<file path="src/rtl/core/wmsc_pkg.sv">
// ----------------------------------------------------------------------------
// wmsc_pkg: shared types and constants for the word-mixing stream cipher
// Opcodes, microcode actions, control word layout and the mixing constants.
// ----------------------------------------------------------------------------
package wmsc_pkg;

   localparam int WORD_W = 32;
   localparam int BYTE_W = 8;

   localparam logic [WORD_W-1:0] MIX_MUL   = 32'h8177_2013;
   localparam logic [WORD_W-1:0] MIX_ADD   = 32'h4912_2035;
   localparam logic [WORD_W-1:0] FOLD_INIT = 32'h8037_9251;

   typedef logic [1:0] opcode_type;
   localparam opcode_type OP_START = 2'd0;
   localparam opcode_type OP_KEY   = 2'd1;
   localparam opcode_type OP_DATA  = 2'd2;
   localparam opcode_type OP_NONE  = 2'd3;

   // microcode actions
   typedef logic [2:0] act_type;
   localparam act_type ACT_IDLE      = 3'd0;
   localparam act_type ACT_CLEAR     = 3'd1;
   localparam act_type ACT_MIX       = 3'd2;
   localparam act_type ACT_ADDKEY    = 3'd3;
   localparam act_type ACT_EMIT_KS   = 3'd4;
   localparam act_type ACT_EMIT_ZERO = 3'd5;

   typedef logic [3:0] upc_type;
   localparam upc_type UPC_IDLE      = 4'd0;
   localparam upc_type UPC_CLEAR     = 4'd1;
   localparam upc_type UPC_START_MIX = 4'd2;
   localparam upc_type UPC_KEY_MIX0  = 4'd3;
   localparam upc_type UPC_KEY_ADD   = 4'd4;
   localparam upc_type UPC_KEY_MIX1  = 4'd5;
   localparam upc_type UPC_DATA_MIX  = 4'd6;
   localparam upc_type UPC_EMIT_KS   = 4'd7;
   localparam upc_type UPC_EMIT_ZERO = 4'd8;

   typedef struct packed {
      act_type act;
      upc_type next;
   } ucode_type;

   // datapath controls issued by the sequencer
   typedef struct packed {
      logic load_item;
      logic clear;
      logic mix;
      logic mix_last;
      logic add_key;
      logic emit;
      logic emit_ks;
   } ctl_type;

   function automatic ucode_type ucode_rom(input upc_type upc);
      ucode_type w;
      unique case (upc)
         UPC_IDLE:      w = '{act: ACT_IDLE,      next: UPC_IDLE};
         UPC_CLEAR:     w = '{act: ACT_CLEAR,     next: UPC_START_MIX};
         UPC_START_MIX: w = '{act: ACT_MIX,       next: UPC_EMIT_ZERO};
         UPC_KEY_MIX0:  w = '{act: ACT_MIX,       next: UPC_KEY_ADD};
         UPC_KEY_ADD:   w = '{act: ACT_ADDKEY,    next: UPC_KEY_MIX1};
         UPC_KEY_MIX1:  w = '{act: ACT_MIX,       next: UPC_EMIT_ZERO};
         UPC_DATA_MIX:  w = '{act: ACT_MIX,       next: UPC_EMIT_KS};
         UPC_EMIT_KS:   w = '{act: ACT_EMIT_KS,   next: UPC_IDLE};
         UPC_EMIT_ZERO: w = '{act: ACT_EMIT_ZERO, next: UPC_IDLE};
         default:       w = '{act: ACT_IDLE,      next: UPC_IDLE};
      endcase
      return w;
   endfunction

   function automatic upc_type entry_point(input opcode_type op);
      upc_type e;
      unique case (op)
         OP_START: e = UPC_CLEAR;
         OP_KEY:   e = UPC_KEY_MIX0;
         OP_DATA:  e = UPC_DATA_MIX;
         OP_NONE:  e = UPC_EMIT_ZERO;
         default:  e = UPC_EMIT_ZERO;
      endcase
      return e;
   endfunction

endpackage

</file>
<file path="src/rtl/core/wmsc_seq.sv">
// ----------------------------------------------------------------------------
// wmsc_seq: microcode sequencer
// Microprogram counter, word loop counter and control ROM decode.
// ----------------------------------------------------------------------------
module wmsc_seq #(
   parameter int STATE_WORDS = 8
) (
   input  logic                clock,
   input  logic                reset,
   input  logic                req_valid,
   input  wmsc_pkg::opcode_type opcode,
   input  logic                emit_ok,
   output logic                idle,
   output wmsc_pkg::ctl_type   ctl
);
   import wmsc_pkg::*;

   localparam int CNT_W = (STATE_WORDS > 2) ? $clog2(STATE_WORDS - 1) : 1;
   localparam logic [CNT_W-1:0] CNT_LAST = CNT_W'(STATE_WORDS - 2);

   upc_type          upc_ff, upc_in;
   logic [CNT_W-1:0] cnt_ff, cnt_in;
   ucode_type        uword;
   logic             cnt_last;

   assign uword    = ucode_rom(upc_ff);
   assign cnt_last = (cnt_ff == CNT_LAST);
   assign idle     = (uword.act == ACT_IDLE);

   always_comb begin
      ctl    = '0;
      upc_in = upc_ff;
      cnt_in = cnt_ff;
      unique case (uword.act)
         ACT_IDLE: begin
            if (req_valid) begin
               ctl.load_item = 1'b1;
               upc_in        = entry_point(opcode);
            end
         end
         ACT_CLEAR: begin
            ctl.clear = 1'b1;
            upc_in    = uword.next;
         end
         ACT_MIX: begin
            // one word per cycle; stay on this step until the last word
            ctl.mix      = 1'b1;
            ctl.mix_last = cnt_last;
            if (cnt_last) begin
               cnt_in = '0;
               upc_in = uword.next;
            end else begin
               cnt_in = cnt_ff + CNT_W'(1);
            end
         end
         ACT_ADDKEY: begin
            ctl.add_key = 1'b1;
            upc_in      = uword.next;
         end
         ACT_EMIT_KS, ACT_EMIT_ZERO: begin
            if (emit_ok) begin
               ctl.emit    = 1'b1;
               ctl.emit_ks = (uword.act == ACT_EMIT_KS);
               upc_in      = uword.next;
            end
         end
         default: begin
            upc_in = UPC_IDLE;
         end
      endcase
   end

   always_ff @(posedge clock) begin
      if (reset) begin
         upc_ff <= UPC_IDLE;
         cnt_ff <= '0;
      end else begin
         upc_ff <= upc_in;
         cnt_ff <= cnt_in;
      end
   end

endmodule

</file>
<file path="src/rtl/core/wmsc_dp.sv">
// ----------------------------------------------------------------------------
// wmsc_dp: cipher datapath
// State word ring with one shared constant multiplier, key add and keystream.
// ----------------------------------------------------------------------------
module wmsc_dp #(
   parameter int STATE_WORDS = 8
) (
   input  logic                             clock,
   input  logic                             reset,
   input  wmsc_pkg::ctl_type                ctl,
   input  logic [7:0]                       key_char,
   input  logic [7:0]                       data_byte,
   output logic [7:0]                       out_byte
);
   import wmsc_pkg::*;

   // word 0 stays put; words 1..N-1 rotate so the word being mixed is in slot 1
   logic [WORD_W-1:0] w0_ff, w0_in;
   logic [WORD_W-1:0] ring_ff [STATE_WORDS-1:1];
   logic [WORD_W-1:0] ring_in [STATE_WORDS-1:1];
   logic [WORD_W-1:0] acc_ff, acc_in;
   logic [BYTE_W-1:0] key_ff, data_ff;
   logic [WORD_W-1:0] prod, nxt_word, new_word, fold;
   logic [WORD_W-1:0] key_ext;

   generate
      if (STATE_WORDS > 2) begin : g_next
         assign nxt_word = ctl.mix_last ? w0_ff : ring_ff[2];
      end else begin : g_next_w0
         assign nxt_word = w0_ff;
      end
   endgenerate

   assign prod     = ring_ff[1] * MIX_MUL;
   assign new_word = prod + MIX_ADD + nxt_word;
   assign key_ext  = {{(WORD_W-BYTE_W){key_ff[BYTE_W-1]}}, key_ff};

   always_comb begin
      fold = FOLD_INIT ^ w0_ff;
      for (int k = 1; k < STATE_WORDS; k++) begin
         fold = fold ^ ring_ff[k];
      end
      out_byte = fold[31:24] ^ fold[23:16] ^ fold[15:8] ^ fold[7:0] ^ data_ff;
   end

   always_comb begin
      w0_in  = w0_ff;
      acc_in = acc_ff;
      for (int k = 1; k < STATE_WORDS; k++) begin
         ring_in[k] = ring_ff[k];
      end
      priority if (ctl.clear) begin
         w0_in  = '0;
         acc_in = '0;
         for (int k = 1; k < STATE_WORDS; k++) begin
            ring_in[k] = '0;
         end
      end else if (ctl.mix) begin
         for (int k = 1; k < STATE_WORDS - 1; k++) begin
            ring_in[k] = ring_ff[k+1];
         end
         ring_in[STATE_WORDS-1] = new_word;
         if (ctl.mix_last) begin
            // fold the updated words into word 0 as the pass ends
            w0_in  = w0_ff ^ acc_ff ^ new_word;
            acc_in = '0;
         end else begin
            acc_in = acc_ff ^ new_word;
         end
      end else if (ctl.add_key) begin
         w0_in = w0_ff + key_ext;
      end else begin
         w0_in = w0_ff;
      end
   end

   always_ff @(posedge clock) begin
      if (reset) begin
         w0_ff  <= '0;
         acc_ff <= '0;
         for (int k = 1; k < STATE_WORDS; k++) begin
            ring_ff[k] <= '0;
         end
      end else begin
         w0_ff  <= w0_in;
         acc_ff <= acc_in;
         for (int k = 1; k < STATE_WORDS; k++) begin
            ring_ff[k] <= ring_in[k];
         end
      end
   end

   always_ff @(posedge clock) begin
      if (ctl.load_item) begin
         key_ff  <= key_char;
         data_ff <= data_byte;
      end
   end

endmodule

</file>
<file path="src/rtl/core/word_mixing_stream_cipher.sv">
// ----------------------------------------------------------------------------
// word_mixing_stream_cipher: word-mixing keystream cipher, top level
// Item channel in, one result item out per accepted item, microcoded control.
// ----------------------------------------------------------------------------
// Steps per item: data runs one mix pass; start clears the words and runs one pass; key runs a
// pass, adds the key to word 0 and runs another; an unused opcode goes straight to the emit step.
// Each mix pass takes words 1..STATE_WORDS-1 one word a cycle through the single shared 32x32
// constant multiplier. The emit step waits while a held result is stalled, then raises rsp_tvalid.
// One item at a time: req_tready is high only while the sequencer idles, after the emit step.
// Synchronous reset clears the state words, idles the sequencer and drops rsp_tvalid.
module word_mixing_stream_cipher #(
   parameter int STATE_WORDS = 8
) (
   input  logic        clock,
   input  logic        reset,
   input  logic        req_tvalid,
   output logic        req_tready,
   input  logic [23:0] req_tdata,   // opcode[1:0], key_char[9:2], data_byte[17:10], zero
   output logic        rsp_tvalid,
   input  logic        rsp_tready,
   output logic [7:0]  rsp_tdata    // out_byte[7:0]
);
   import wmsc_pkg::*;

   ctl_type    ctl;
   logic       idle;
   logic       emit_ok;
   logic [7:0] ks_byte;
   logic       rsp_tvalid_ff, rsp_tvalid_in;
   logic [7:0] rsp_tdata_ff;

   assign emit_ok    = !rsp_tvalid_ff || rsp_tready;
   assign req_tready = idle;
   assign rsp_tvalid = rsp_tvalid_ff;
   assign rsp_tdata  = rsp_tdata_ff;

   wmsc_seq #(.STATE_WORDS(STATE_WORDS)) u_seq (
      .clock     (clock),
      .reset     (reset),
      .req_valid (req_tvalid),
      .opcode    (req_tdata[1:0]),
      .emit_ok   (emit_ok),
      .idle      (idle),
      .ctl       (ctl)
   );

   wmsc_dp #(.STATE_WORDS(STATE_WORDS)) u_dp (
      .clock     (clock),
      .reset     (reset),
      .ctl       (ctl),
      .key_char  (req_tdata[9:2]),
      .data_byte (req_tdata[17:10]),
      .out_byte  (ks_byte)
   );

   always_comb begin
      priority if (ctl.emit) begin
         rsp_tvalid_in = 1'b1;
      end else if (rsp_tready) begin
         rsp_tvalid_in = 1'b0;
      end else begin
         rsp_tvalid_in = rsp_tvalid_ff;
      end
   end

   always_ff @(posedge clock) begin
      if (reset) begin
         rsp_tvalid_ff <= 1'b0;
      end else begin
         rsp_tvalid_ff <= rsp_tvalid_in;
      end
   end

   always_ff @(posedge clock) begin
      if (ctl.emit) begin
         rsp_tdata_ff <= ctl.emit_ks ? ks_byte : 8'h00;
      end
   end

endmodule

</file>
<file path="config.mk">
export PLATFORM = sky130hd
export DESIGN_NAME = word_mixing_stream_cipher
export DESIGN_NICKNAME = d
export VERILOG_FILES = /design/src/rtl/core/wmsc_pkg.sv /design/src/rtl/core/wmsc_seq.sv /design/src/rtl/core/wmsc_dp.sv /design/src/rtl/core/word_mixing_stream_cipher.sv
export SDC_FILE = /design/constraint.sdc
export NUM_CORES = 1
export LEC_CHECK = 0
export BUFFER_PORTS_ARGS = -buffer_cell sky130_fd_sc_hd__buf_2
export CAP_MARGIN = 20
export CORE_ASPECT_RATIO = 0.7
export CORE_MARGIN = 2
export CORE_UTILIZATION = 40
export CTS_BUF_LIST = sky130_fd_sc_hd__clkbuf_4
export DETAILED_ROUTE_END_ITERATION = 12
export PLACE_DENSITY = 0.54
export SLEW_MARGIN = 0
export SYNTH_ARGS = -nofsm -noshare
export SYNTH_HDL_FRONTEND = slang
export SYNTH_HIERARCHICAL = 1
export SYNTH_SLANG_ARGS = --single-unit
</file>
<file path="constraint.sdc">
create_clock -name clock -period 8.2 [get_ports clock]
set_input_delay 0 -clock clock [delete_from_list [all_inputs] [get_ports clock]]
set_output_delay 0 -clock clock [all_outputs]
set_load 0.05 [all_outputs]
</file>
==> flow_summary_export.csv <==
group,metric,value,unit
outcome,status,"completed",
timing,final.min_clock_period,7.61,ns
synthesis,synth-seq-cells,327,
pwr,total_power,4690,uW
drt,routed_wl,68900,um
floorplan,num_rows,75,
synthesis,synth-edff-count,24,
synthesis,async_reset_ff_share,0,%
cts,cts.sinks,327,
pwr,sw_frac_of_total,34.7,%
global_route,grt_pass1_wl,107000,um
floorplan,chipWidth,298,um
synthesis,ys_seq_area_share,28.1,%
synthesis,avgSynthCellArea,9.64,um2
global_route,grtUsageMet2,32.2,%
worst_setup_path,cp_max_fo,14,
placed_design,port_buffers,31,
finish,fin_area,26800,um2
finish,synthToLayoutAreaGrowth,10.9,%
timing,rsz0062_at_grt,"false",
cts,htreeDepth,3,
synthesis,yosysWarnings,6,
timing,final-hold-violation-count,0,
worst_setup_path,arrival,8.36,ns
synthesis,ys.flop_type,"dfxtp_1",
timing,layout_setup_ws,0.590,ns
pwr,p_clk_share,32.8,%
timing,setup_viol,0,
placed_design,place_area,25200,um2
cts,cts_buffer_depth,3,
placed_design,pre_cts_slack,0.672,ns
job,maxCapViolCount,0,
drt,ant_nets,0,
placed_design,gp_congestion,0.921,
worst_setup_path,start_kind,"flip-flop",
placed_design,hpwl,53000,um
timing,timing.fmax,131,MHz
global_route,grt_max_degree,195,
floorplan,io_pins,38,
finish,regArea,6790,um2
cts,clkLatencyLatePin,0.85,ns
worst_setup_path,cp.required,8.95,ns
floorplan,core_area,59800,um2
cts,cts_setup_buffers,0,
global_route,antenna_found_initial,8,
global_route,grt_pass1_vias,17800,
synthesis,ys_types,87,
drt,wl_per_cell,19.8,um
worst_setup_path,crit_type,"reg -> reg",
pwr,comb_power_share,28.4,%
min_path,hp-class,"in -> reg",
drt,vias,17600,
pwr,p_seq_share,38.9,%
pwr,internal-power,3060,uW
finish,num-nets-final,2993,
worst_setup_path,end_kind,"flip-flop",
synthesis,synth_area,24200,um2
drt,routed_via_density,5.08,
timing,hold_slack,0.140,ns
cts,cts_tree,"done",
synthesis,synth_cells,2506,
synthesis,syn_nets,2894,
timing,worstMarginPinSlew,1.14,ns
floorplan,initial_core_util,40.4,%
timing,skew,0.0533,ns
floorplan,dieArea,62400,um2
pwr,power-per-cell-area,175,nW/um2
drt,dr.pass1.iters,5,
global_route,grt_usage,22.5,%
timing,relSlewSlack,24.0,%
cts,root_buffer,"clkbuf_4",
cts,cts_made_buffers,86,
global_route,overflow,0,
drt,drt_iter0_drc,1286,
global_route,grt_use_met3,3.70,%
timing,finalCritPeriodShare,92.8,%
timing,fin_tns_setup,0,ns
floorplan,die_h,210,um
drt,drcViolationCount,0,
finish,drive_above_1_share,9.83,%
finish,multi_input_area,15900,um2
finish,final.fill_count,5871,
global_route,grtUsageMet1,34.8,%
pwr,leakagePower,0.0116,uW
cts,cts.reportedPaths.clkPinSlew,0.07,ns
timing,slew_viol_final,0,
pwr,power.net_switching,1630,uW
global_route,grt_busiest_layer,"met1",
pwr,peakVddDrop,160,uV
-- cells in the final DEF, fill, tap and decap left out, drive strengths merged, types with 17 or more instances in the layout --
cell         count
inv            291
xor2            77
a21oi           92
ha             211
dfxtp          303
edfxtp          24
clkinv          19
mux2i          212
fa             149
a21o            18
nor2           310
nand2           79
o21ai           66
and2            17
dlygate4sd3     39
mux2            29
buf             58
xnor2          321
clkbuf         123
-- power by group through the flow --
stage / Combinational [uW] / Clock [uW] / Sequential, uW
floorplan: 987 / 0 / 1830
global placement: 1300 / 0 / 1850
detailed placement: 1300 / 0 / 1860
CTS: 1320 / 1600 / 1820
global route: 1440 / 1680 / 1830
finish: 1330 / 1540 / 1820
-- Yosys cell counts, types with 4 or more instances --
library cell / instances / area, um2
xnor2_1: 320 / 2800
nor2_1: 308 / 1160
dfxtp_1: 303 / 6070
inv_1: 290 / 1090
mux2i_1: 212 / 2120
ha_1: 211 / 2640
fa_1: 149 / 2980
a21oi_1: 89 / 445
nand2_1: 78 / 293
xor2_1: 77 / 674
clkbuf_1: 54 / 203
o21ai_0: 54 / 270
mux2_2: 28 / 315
buf_1: 26 / 97.6
edfxtp_1: 24 / 721
a21o_1: 18 / 135
and2_1: 15 / 93.8
nand2b_1: 14 / 87.6
nand3_1: 14 / 70.1
nor2b_1: 13 / 81.3
nor3_1: 12 / 60.1
a211oi_1: 11 / 82.6
a22oi_1: 8 / 60.1
a31oi_1: 8 / 50.1
and3_1: 8 / 50.1
o221ai_1: 8 / 70.1
or3_1: 8 / 50.1
a222oi_1: 7 / 70.1
o211a_1: 7 / 70.1
o21ai_1: 7 / 35.0
nand4_1: 6 / 37.5
o211ai_1: 6 / 45.0
o21a_1: 6 / 45.0
o21bai_1: 6 / 45.0
buf_2: 5 / 25.0
o221a_2: 5 / 56.3
o22ai_1: 5 / 31.3
and3b_1: 4 / 35.0
or2_2: 4 / 25.0
or4_1: 4 / 30.0
-- worst max-delay path, cell delays in order, from the launching register on --
cell	delay (ns)
dfxtp_1	0.64
nand2_4	0.17
nor2_4	0.44
mux2_2	0.40
fa_1	0.45
ha_1	0.29
inv_1	0.05
fa_1	0.48
inv_1	0.04
ha_1	0.31
fa_1	0.55
inv_1	0.05
fa_1	0.49
inv_1	0.05
fa_1	0.45
ha_1	0.43
nand2_1	0.08
or3_1	0.38
nor3_1	0.28
o2111ai_1	0.29
nand3_1	0.26
and2_4	0.19
xor2_1	0.27
xnor2_1	0.17
o221ai_1	0.14
a21oi_1	0.16
-- logic make-up after synthesis --
family	Yosys count	synth area share, %
AO/OA/AOI/OAI	297	8.71
XOR/XNOR	400	14.7
adder cells (fa/ha/maj)	360	23.3
buffers and inverters	377	5.93
flip-flops	327	28.1
multiplexers	241	10.1
AND/OR/NAND/NOR	504	9.19
-- state kept, by name (all words and copies together) (netlist names) --
signal	flops
u_dp/acc_ff	32
rsp_tdata	8
u_dp/ring_ff	224
u_dp/data_ff	8
rsp_tvalid	1
u_seq/upc_ff	4
u_seq/cnt_ff	3
u_dp/key_ff	8
u_seq/uword	7
u_dp/w0_ff	32
-- path summary, 6_finish.rpt --
kind	startpoint	to	slack, ns	cells past startpoint
setup / recovery	u_seq/uword[5]	u_dp/w0_ff[28]	0.59	25
hold / removal	req_tdata[1]	u_seq/upc_ff[3]	0.14	6
setup reg to reg	u_seq/uword[5]	u_dp/w0_ff[28]	0.59	25
hold reg to reg	u_dp/acc_ff[4]	u_dp/acc_ff[4]	0.48	2
-- through the flow --
step | util [%] | std cells
after floorplan | - | 2506
after global placement | 42.2 | 3285
after detailed placement | 42.2 | 3285
after CTS | 44.7 | 3471
after global routing | 44.8 | 3475
final | 44.8 | 3475
-- metal layers --
| metal | vias up | share of wire (%) | routed length (um) |
|---|---|---|---|
| met2 | 408 | 40 | 27700 |
| met1 | 8630 | 53 | 36300 |
| met4 | 2 | 2.0 | 1350 |
| li1 | 8530 | - | - |
| met3 | 78 | 5.2 | 3580 |
| met5 | - | 0.019 | 13 |
-- final cells by class --
cell class | instances | share of cell area [%]
multi-input combinational | 1802 | 59.5
antenna | 3 | 0.0280
clock inverter | 24 | 0.771
sequential | 327 | 25.3
inverter | 291 | 4.13
clock buffer | 123 | 3.45
timing repair buffer | 97 | 2.96
tap | 808 | 3.78
-- timing repair --
action / 4_1_cts / 5_1_grt
gates resized for setup: 0 / 0
endpoints found under the hold margin: 123 / 0
hold buffers: 39 / 0
(Power assumes the default switching activity.)
